[src/rtl/rfde_pkg.sv]
// Package with types and constants shared by the frame difference encoder modules.
`timescale 1ns / 1ps
package rfde_pkg;

	localparam logic CFG_FRAME_WIDTH  = 1'b0;
	localparam logic CFG_FRAME_HEIGHT = 1'b1;

	localparam logic CMD_COMPARE = 1'b0;
	localparam logic CMD_LOAD    = 1'b1;

	localparam logic [12:0] MAX_SIZE = 13'd4096;

	// Datapath commands issued by the controller.
	typedef struct packed {
		logic capture;     // latch the accepted request
		logic rd_take;     // registered read data is valid this cycle
		logic consume;     // advance the read index and add the run to the gap
		logic finish;      // complete the word: compare, totals, store, position
		logic out_take;    // result register was taken downstream
	} rfde_cmd_t;

	// Status returned from the datapath to the controller.
	typedef struct packed {
		logic is_load;     // captured request is a load command
		logic fast_path;   // gap is zero before any read: an equal read decides the word
		logic gap_ahead;   // gap is above zero before any read: peek only
		logic gap_pos;     // gap after the last consumed run is above zero
		logic eq_word;     // registered reference word equals the new word
	} rfde_stat_t;

	function automatic logic [12:0] clamp_size(input logic [12:0] v);
		if (v == 13'd0) return 13'd1;
		if (v > MAX_SIZE) return MAX_SIZE;
		return v;
	endfunction

	function automatic logic [8:0] run_of(input logic [7:0] c);
		return (c == 8'd0) ? 9'd1 : {1'b0, c};
	endfunction

endpackage

[src/rtl/rfde_ctrl.sv]
// Controller state machine sequencing reference reads and result delivery.
`timescale 1ns / 1ps
module rfde_ctrl (
	input  logic                clk,
	input  logic                arst_n,
	input  logic                s_tvalid,
	output logic                s_tready,
	input  logic                out_busy,
	input  logic                m_tready,
	input  rfde_pkg::rfde_stat_t stat,
	output rfde_pkg::rfde_cmd_t  cmd
);
	import rfde_pkg::*;

	typedef enum logic [2:0] {
		ST_IDLE,
		ST_READ,
		ST_WAIT,
		ST_DECIDE,
		ST_FINISH
	} state_t;

	state_t state_q;
	logic   out_free;

	// The result register is free when empty or being taken this cycle.
	assign out_free     = !out_busy || m_tready;
	assign s_tready     = (state_q == ST_IDLE);
	assign cmd.capture  = s_tready && s_tvalid;
	assign cmd.rd_take  = (state_q == ST_DECIDE);
	assign cmd.consume  = (state_q == ST_DECIDE) && !(stat.fast_path && stat.eq_word)
		&& !stat.gap_ahead;
	assign cmd.finish   = (state_q == ST_FINISH) && out_free;
	assign cmd.out_take = out_busy && m_tready;

	always_ff @(posedge clk or negedge arst_n) begin
		if (!arst_n) begin
			state_q <= ST_IDLE;
		end else begin
			unique case (state_q)
				ST_IDLE: begin
					if (s_tvalid) begin
						state_q <= ST_READ;
					end
				end
				ST_READ: begin
					state_q <= stat.is_load ? ST_FINISH : ST_WAIT;
				end
				ST_WAIT: begin
					state_q <= ST_DECIDE;
				end
				ST_DECIDE: begin
					// Equal aligned word, a gap already ahead, or a positive gap
					// after a consumed run ends the walk.
					if ((stat.fast_path && stat.eq_word) || stat.gap_ahead || stat.gap_pos) begin
						state_q <= ST_FINISH;
					end else begin
						state_q <= ST_WAIT;
					end
				end
				ST_FINISH: begin
					if (out_free) begin
						state_q <= ST_IDLE;
					end
				end
				default: state_q <= ST_IDLE;
			endcase
		end
	end

	// A read is issued again each time the walk loops back to wait.
	// (ST_WAIT follows ST_DECIDE with the index already advanced.)

	a_ready_idle: assert property (@(posedge clk) disable iff (!arst_n)
		s_tready |-> state_q == ST_IDLE)
		else $error("ready outside idle");
	a_finish_free: assert property (@(posedge clk) disable iff (!arst_n)
		cmd.finish |-> out_free)
		else $error("finish with result register occupied");
	a_capture_next: assert property (@(posedge clk) disable iff (!arst_n)
		cmd.capture |=> state_q == ST_READ)
		else $error("capture not followed by read");

endmodule

[config.mk]
export PLATFORM = sky130hd
export DESIGN_NAME = rfde_ctrl
export DESIGN_NICKNAME = d
export VERILOG_FILES = /design/src/rtl/rfde_pkg.sv /design/src/rtl/rfde_ctrl.sv
export SDC_FILE = /design/constraint.sdc
export NUM_CORES = 1
export LEC_CHECK = 0
export ABC_AREA = 1
export CORE_AREA = 2 2 39 41
export DETAILED_ROUTE_END_ITERATION = 6
export DIE_AREA = 0 0 41 43
export DONT_BUFFER_PORTS = 1
export MAX_ROUTING_LAYER = met4
export PLACE_DENSITY_LB_ADDON = 0.08
export SYNTH_ARGS = -nofsm -noshare
export SYNTH_HDL_FRONTEND = slang
export SYNTH_SLANG_ARGS = --single-unit
[constraint.sdc]
create_clock -name clk -period 1 [get_ports clk]
set_clock_uncertainty 0.2 [all_clocks]
set_input_delay 0.2 -clock clk [delete_from_list [all_inputs] [get_ports clk]]
set_output_delay 0.2 -clock clk [all_outputs]
set_load 0.005 [all_outputs]
# After elaboration in Yosys (flattened, before gate mapping)
# Index checks and enable logic that the tools add are counted.
# op_classes
n_eq_ne	6
muxes	5
reduce_logical	14
# ops
operator	n
$pmux W3 S5	1
$mux W3	4
$eq A3 B2 Y1 const B	2
$logic_and A1 B1 Y1	6
$ne A2 B2 Y1 const B	2
$eq A3 B1 Y1 const B	1
$eq A3 B3 Y1 const B	1
$logic_not A1 Y1	3
$logic_not A3 Y1	1
$logic_or A1 B1 Y1	3
$reduce_and A2 Y1	1
# word_totals
reg_bits	3
input_bits	10
word_cells	26

# Longest topological paths before layout
# Gate-level depths: netlist of run 1.
# logic_depth
depth_word	5
ltp_mapped	4
ltp_nobuf	4

# Worst setup path before layout of run 1
# Ideal clock, no wire load.
# synth_path
path_type	register to output
start	register state_q[1]
end	output port cmd[2] in the netlist's numbering
arrival_ns	0.772
required_time_ns	0.600
setup_slack_ns	-0.172
stages_incl_launch_ff	5
n_path_buf	0
path_cell_list	dfrtp_1 > nand2_1 > nor2_2 > nand2_1 > nor2_1
# synth_rtl
element	line_no	rtl
from (decl)	rfde_ctrl.sv:23	state_t state_q;
from (signal assigned)	rfde_ctrl.sv:47	state_q <= stat.is_load ? ST_FINISH : ST_WAIT;
to (decl)	rfde_ctrl.sv:11	output rfde_pkg::rfde_cmd_t cmd

==> summary.md, run 1 <==
The run finished, with violations left. The checks that failed: negative hold slack, negative setup slack. TritonCTS built the clock tree. STA classifies the critical path startpoint as a register. The clock transition time at the flip-flop clock pins of the worst setup and hold paths is 0.04 ns, and the final hold slack is -0.03220 ns.

Setup repair after global routing could not meet its margin everywhere. The clock sink count was 3; the number of H-tree levels was 1. The detailed router placed 268 vias in this run.

For this design, the CTS-stage hold fixing added 2 buffers. Input and output buffers added on the ports amount to 0. Power spread over the standard cell area amounts to 2536 mW/mm2.

Headroom to the max-slew limit came out at 88.53%. The detailed route wirelength on metal2 was 314 um; the share of layout cells above drive strength 1 was 31.91%. Net switching is 37.75% of the power. The number of warnings reported in the yosys synthesis log was 0. The antenna diode count came out at 0. In this run the worst hold path is classified as in -> reg. Max-cap violations in this run came to 0. For the worst-skew pair, the clock arrives at the later sink with an insertion delay of 0.23 ns. The first global-routing pass estimated 959 um of wire. After synthesis the netlist holds a flip-flop and latch count of 3. The number of detailed-routing iterations run before antenna repair was 2; the number of placement rows was 14. After synthesis, flip-flops and latches occupy 35.09% of the total area. The number of standard cells after synthesis was 34; the final RePlAce weighted congestion was 0.7198. The tools report the effective utilization at floorplan as 15.46%.

The tools report the reported leakage power as 0.1774 nW. The global route total overflow was 0; the largest net degree at the start of global routing was 6. Per report_power, the sequential group accounts for 26.5% of the total.

Clock tree synthesis selected as its root buffer the cell sky130_fd_sc_hd__clkbuf_4. The initial antenna violation count was 0. Via count of the first global-routing pass: 271.

The slew at the pin closest to its max-slew limit came out at 0.1712 ns. The worst slack at placement is -0.2159 ns. After synthesis, the cell types taking the most area are sky130_fd_sc_hd__dfrtp_1, sky130_fd_sc_hd__inv_1, sky130_fd_sc_hd__nand2_1, sky130_fd_sc_hd__nand4_1, sky130_fd_sc_hd__a21oi_1. The area growth from synthesis to layout is 61.40%. The clock network is responsible for 24.5% of the overall power. For this run, the number of standard cells in the final layout without fillers is 63. The post-route minimum period is 1.416 ns, and the average routed wire per standard cell is 10.27 um.

Counting distinct cell types in the post-synthesis netlist gives 10. The run gives 3 as the number of buffers added by the clock tree synthesis step. The portion of synthesized cell area occupied by the leading cell type is 35.09%. The largest registers in the layout are state_q: 3 flops.

Wires add up to 647 um. Summed over all nets, the half-perimeter wirelength after detailed placement is 491.8 um. Counting instances, the worst hold path has a depth of 2.

The category of the worst setup path capture point was an output pin. Data on the critical path arrives at its endpoint at 1.02 ns. The run gives -0.4160 ns as the minimum setup slack in the final design. Combinational cells account for 49.0% of the total power. The amount of wire on met3 after detailed routing was 53 um; the internal power contribution was 0.0005452 W.

The most flop-heavy register is state_q. In the final timing run, aggregate negative setup slack is -2.299 ns. The core region is 0.001384 mm2.

The number of violations reported at the end of detailed-routing iteration 0 is 1, and the number of flip-flops under the largest register name is 3. The post-route fraction of the period consumed by the critical path was 141.6%; the detailed-route DRC error count was 0. Signal routing reaches up to met3. Net count reported at finish: 58.

The number of max-slew violations in the final report is 0. In this run, placement finished with an instance count of 54. The average cell area after synthesis is 6.293 um2, and the overall fraction of global-route tracks in use is 8.436%. The logs give 16 for the I/O pin count and 264.0 um2 for the placed cell area. The final hold violation count is 2. At the worst endpoint, the required time is 0.60 ns. The maximum buffer depth of the clock tree was 2.

For this design the total switching power over the nets is 0.0003306 W. The wire length the detailed router placed on met1 is 280 um, and the die height is 43 um. The run gives 706.2 MHz as the maximum achievable frequency. For the number of antenna-violating nets in the routed design, the log shows 0.

The tools report the post-route cell area as 345.3 um2. The die covers 0.001763 mm2. The worst-case IR drop observed on VDD is 0.001018 V.

Post-synthesis net count: 44. The vias per cell was 4.254. The library cell with the largest summed area after synthesis was sky130_fd_sc_hd__dfrtp_1.

The die is 41 um wide. The mapped netlist covers 214.0 um2. Setup violations remaining at the end of the flow were counted as 8. The tools report the total power as 0.0008758 W.

The critical path is of the reg -> out type. Of all nets on the critical path, the largest fanout is 3. Logic depth of the worst register-to-register path: 5.
[cell usage in the layout (no fill, tap or decap), drive strengths merged, types with 2 or more instances in the layout]
cell         count
dfrtp            3
nand4            3
dlygate4sd3      2
nor2             5
a21oi            3
nand2            7
buf              7
nand3            3
inv              8
clkbuf           4
[kinds of logic after synthesis]
family / count (synthesis) / synth area share, %
AO/OA/AOI/OAI: 3 / 7.015
AND/OR/NAND/NOR: 20 / 43.86
buffers and inverters: 8 / 14.04
flip-flops: 3 / 35.09
[cell usage after synthesis]
cell                       n
sky130_fd_sc_hd__nor2_2    1
sky130_fd_sc_hd__nor3_1    1
sky130_fd_sc_hd__nand3_1   3
sky130_fd_sc_hd__nand4_1   3
sky130_fd_sc_hd__nand3b_1  1
sky130_fd_sc_hd__inv_1     8
sky130_fd_sc_hd__nand2_1   7
sky130_fd_sc_hd__a21oi_1   3
sky130_fd_sc_hd__dfrtp_1   3
sky130_fd_sc_hd__nor2_1    4
[power groups by stage]
| stage | Clock (W) | Combinational [W] | Sequential, W |
|---|---|---|---|
| CTS | 0.000222 | 0.000372 | 0.000234 |
| finish | 0.000214 | 0.000429 | 0.000232 |
| global route | 0.000245 | 0.000467 | 0.000236 |
| global placement | 0 | 0.000333 | 0.000233 |
| floorplan | 0 | 0.000185 | 0.000223 |
| detailed placement | 0 | 0.000330 | 0.000233 |
[layer usage]
layer | global-route usage [%] | vias up
li1 | - | 133
met1 | 9.325 | 123
met3 | 5.236 | 0
met2 | 11.56 | 12
met4 | 4.000 | 0
met5 | - | -
[cell type report]
class | count | area (um2)
Inverter | 8 | 30.03
Sequential cell | 3 | 76.32
Fill cell | 162 | 1039
Multi-Input combinational cell | 23 | 120.1
Timing Repair Buffer | 9 | 72.57
Clock buffer | 4 | 26.28
Tap cell | 16 | 20.02
[critical path, cell delays in order (launching register included)]
cell and delay [ns]:
sky130_fd_sc_hd__dfrtp_1 0.41, sky130_fd_sc_hd__nor2_1 0.15, sky130_fd_sc_hd__inv_1 0.09, sky130_fd_sc_hd__nor3_2 0.14
[through the flow]
step	hold WS (ns)	utilization (%)
floorplan	-0.2956	-
global placement	-0.2955	19.08
detailed placement	-0.2955	19.08
CTS	-0.03591	23.69
global route	-0.03959	24.95
finish	-0.03220	24.95
[worst paths after layout]
check / start / endpoint / slack (ns)
max in group asynchronous: arst_n / state_q[1] / 0.42
min in group asynchronous: arst_n / state_q[2] / 0.02
worst max-delay path: state_q[2] / cmd[4] / -0.42
worst min register to register: state_q[0] / state_q[1] / 0.45
worst min-delay path: stat[4] / state_q[2] / -0.03
worst max register to register: state_q[1] / state_q[1] / -0.17
[what timing repair did]
action / 4_1_cts / 5_1_grt
resized for setup: 3 / 1
endpoints found under the setup margin: 8 / 8
pin swaps: 1 / 0
setup buffers: 1 / 2
hold endpoints to repair: 6 / 2
Note: power is estimated with default switching activity, not from simulation.
==> run 2, diff against run 1 <==
--- a/config.mk
+++ b/config.mk
@@ -10,8 +10,9 @@
 export DETAILED_ROUTE_END_ITERATION = 6
 export DIE_AREA = 0 0 41 43
 export DONT_BUFFER_PORTS = 1
+export HOLD_SLACK_MARGIN = 0.05
 export MAX_ROUTING_LAYER = met4
-export PLACE_DENSITY_LB_ADDON = 0.08
+export PLACE_DENSITY = 0.35
 export SYNTH_ARGS = -nofsm -noshare
 export SYNTH_HDL_FRONTEND = slang
 export SYNTH_SLANG_ARGS = --single-unit
==> run 2 against run 1 <==
Effect of this change:
- the run still ends with negative hold slack, negative setup slack left
- combinational power rose by 3%
- sequential cell count did not move
- hold slack improved by 0.011 ns
- critical path type unchanged
- critical endpoint is now cmd[1]
==> summary.md, run 2 (synthesized netlist as in run 1, its figures left out) <==
Across the run, the number of max-cap violations was 0. For the number of antenna-violating nets in the routed design, the log shows 0. The largest net degree at the start of global routing was 5.

The startpoint type of the worst setup path is a register. The final critical path takes up 141.1% of the cycle. The tools report the number of max-slew violations in the final report as 0. The core region is 0.001384 mm2. For the detailed-route DRC error count, the log shows 0. In this run the vertical extent of the chip is 43 um. The run gives 50.6% as the power share of the combinational group. For the I/O pin count, the log shows 16. The register with the most flip-flops in the final layout is state_q.

The first detailed-routing pass took 4 iterations. The run gives 57 as the net count reported at finish. Sequential cells burn 25.6% of the power.

During placement, the flow inserted port buffers numbering 0. The required time reported for the critical path endpoint came out at 0.60 ns. TritonCTS built the clock tree. The clock drives 3 sinks. The number of H-tree levels was 1. Worst-case headroom to the max-slew limit: 88.98%. The final hold slack is -0.02109 ns. After routing the design area is 351.6 um2. The final hold violation count was 2; the worst IR drop on VDD was 0.0008946 V. For this configuration, the core starts out at a cell density of 15.46%. Clock network fraction of design power: 23.8%. Post-route minimum period: 1.411 ns.

The leading cell type in the layout, fill and taps excluded was sky130_fd_sc_hd__inv_1. The first global-routing pass estimated 883 um of wire. Setup violations remaining at the end of the flow were counted as 8.

OpenSTA, run right after detailed placement, puts the worst setup slack at -0.1973 ns. The worst hold path belongs to the class in -> reg. The die footprint is 0.001763 mm2. The analysis attributes to cell leakage a power of 0.1762 nW. Global routing consumed, over all layers together, 8.144% of the routing resources.

The HPWL after detailed placement came out at 450.9 um. The largest registers in the layout are state_q: 3 flops. The clock passes through at most 2 buffers.

In this run the power spent charging and discharging nets is 0.0003280 W. Using the TritonRoute via totals, the vias-per-cell ratio works out to 4.097. The initial antenna violation count was 0.

The critical path start-end classification was reg -> out. The area growth from synthesis to layout is 64.33%. Along the worst path, the maximum fanout reaches 4.

The logs give 2 for the number of hold buffers added after cts and 708.5 MHz for the maximum achievable frequency. The run finished, with violations left. Setup repair after global routing could not meet its margin everywhere. The average routed wire per standard cell works out to 9.177 um. Antenna diode count: 0. The checks that failed: negative hold slack, negative setup slack.

The congestion estimate from routability-driven global placement came to 0.6502. The clock transition time at the flip-flop clock pins of the worst setup and hold paths works out to 0.04 ns. Row generation in the floorplan step produced 14 rows. The tools report the total power as 0.0008691 W. The slew at the pin closest to its max-slew limit was 0.1658 ns.

The post-route netlist has 30.43% of its cells at a drive strength greater than 1. The number of flip-flops under the largest register name works out to 3. The internal power contribution was 0.0005412 W; the number of buffers added by the clock tree synthesis step was 3. The minimum setup slack in the final design came out at -0.4114 ns. For the fraction of the core area covered by cells at the end of the flow, the log shows 25.41%. In the layout the commonest cells are sky130_fd_sc_hd__inv_1, sky130_fd_sc_hd__nand2_1, sky130_fd_sc_hd__buf_4. At the later pin of the worst-skew pair, clock insertion delay measures 0.23 ns. Endpoint arrival time on the critical path: 1.01 ns.

The routed layout has 254 vias. Wire length reported by the detailed router: 569 um. The tools report the clock root buffer as sky130_fd_sc_hd__clkbuf_4. The global route total overflow is 0. The placed cell area came out at 271.5 um2. STA classifies the critical path endpoint as an output pin. Setup TNS after final layout: -2.256 ns. Dividing total power by cell area gives a power density of 2472 mW/mm2. The die is 41 um wide.

For this block, the initial DRC count from the detailed router was 8. The switching fraction of total power was 37.73%. The via count of the first global-routing pass was 258.
-- run 2: cell types whose count changed in the layout (fill, tap and decap cells not counted), sizes merged --
cell  change
buf       -1
-- run 2: routing by layer --
layer  vias up  share of wire [%]  track usage (%)
met2         8                 52            11.88
met4         0                1.1            8.000
li1        132                  -                -
met5         -                  0                -
met3         2                5.8            3.141
met1       112                 41            7.443
-- run 2: worst paths after layout --
check	endpoint	depth (start not counted)	start	slack (ns)
max in group asynchronous	state_q[1]	1	arst_n	0.44
min in group asynchronous	state_q[2]	1	arst_n	0.02
hold / removal	state_q[2]	2	stat[4]	-0.02
hold reg to reg	state_q[2]	3	state_q[2]	0.45
setup reg to reg	state_q[2]	4	state_q[0]	-0.15
setup / recovery	cmd[1]	3	state_q[0]	-0.41
-- run 2: power by group through the flow --
stage | combinational (W) | sequential [W] | clock [W]
floorplan | 0.000185 | 0.000223 | 0
global placement | 0.000376 | 0.000215 | 0
detailed placement | 0.000368 | 0.000212 | 0
CTS | 0.000425 | 0.000215 | 0.000221
global route | 0.000502 | 0.000229 | 0.000229
finish | 0.000440 | 0.000223 | 0.000207
-- run 2: cell type report --
class | instances | area, um2
clock buffer | 4 | 26.28
fill | 159 | 1032
inverter | 8 | 30.03
multi-input combinational | 23 | 131.4
sequential | 3 | 75.07
tap | 16 | 20.02
timing repair buffer | 8 | 68.82
-- run 2: worst max-delay path, stage by stage (launching register included) --
cell and delay [ns]:
sky130_fd_sc_hd__dfrtp_1 0.40, sky130_fd_sc_hd__nor2_1 0.16, sky130_fd_sc_hd__nand2_1 0.06, sky130_fd_sc_hd__a21oi_1 0.16
-- run 2: through the flow --
stage          hold WS, ns  std cells
4_1_cts           -0.02094         62
5_1_grt          -0.009062         62
6_report          -0.02109         62
2_1_floorplan      -0.2956         34
3_5_place_dp       -0.2955         55
3_3_place_gp       -0.2955         55
-- run 2: repair_timing --
action / CTS / global route
buffers inserted: 1 / 0
pin swaps: 0 / 1
resized for setup: 2 / 5
hold endpoints to repair: 6 / 5
setup endpoints to repair: 8 / 8
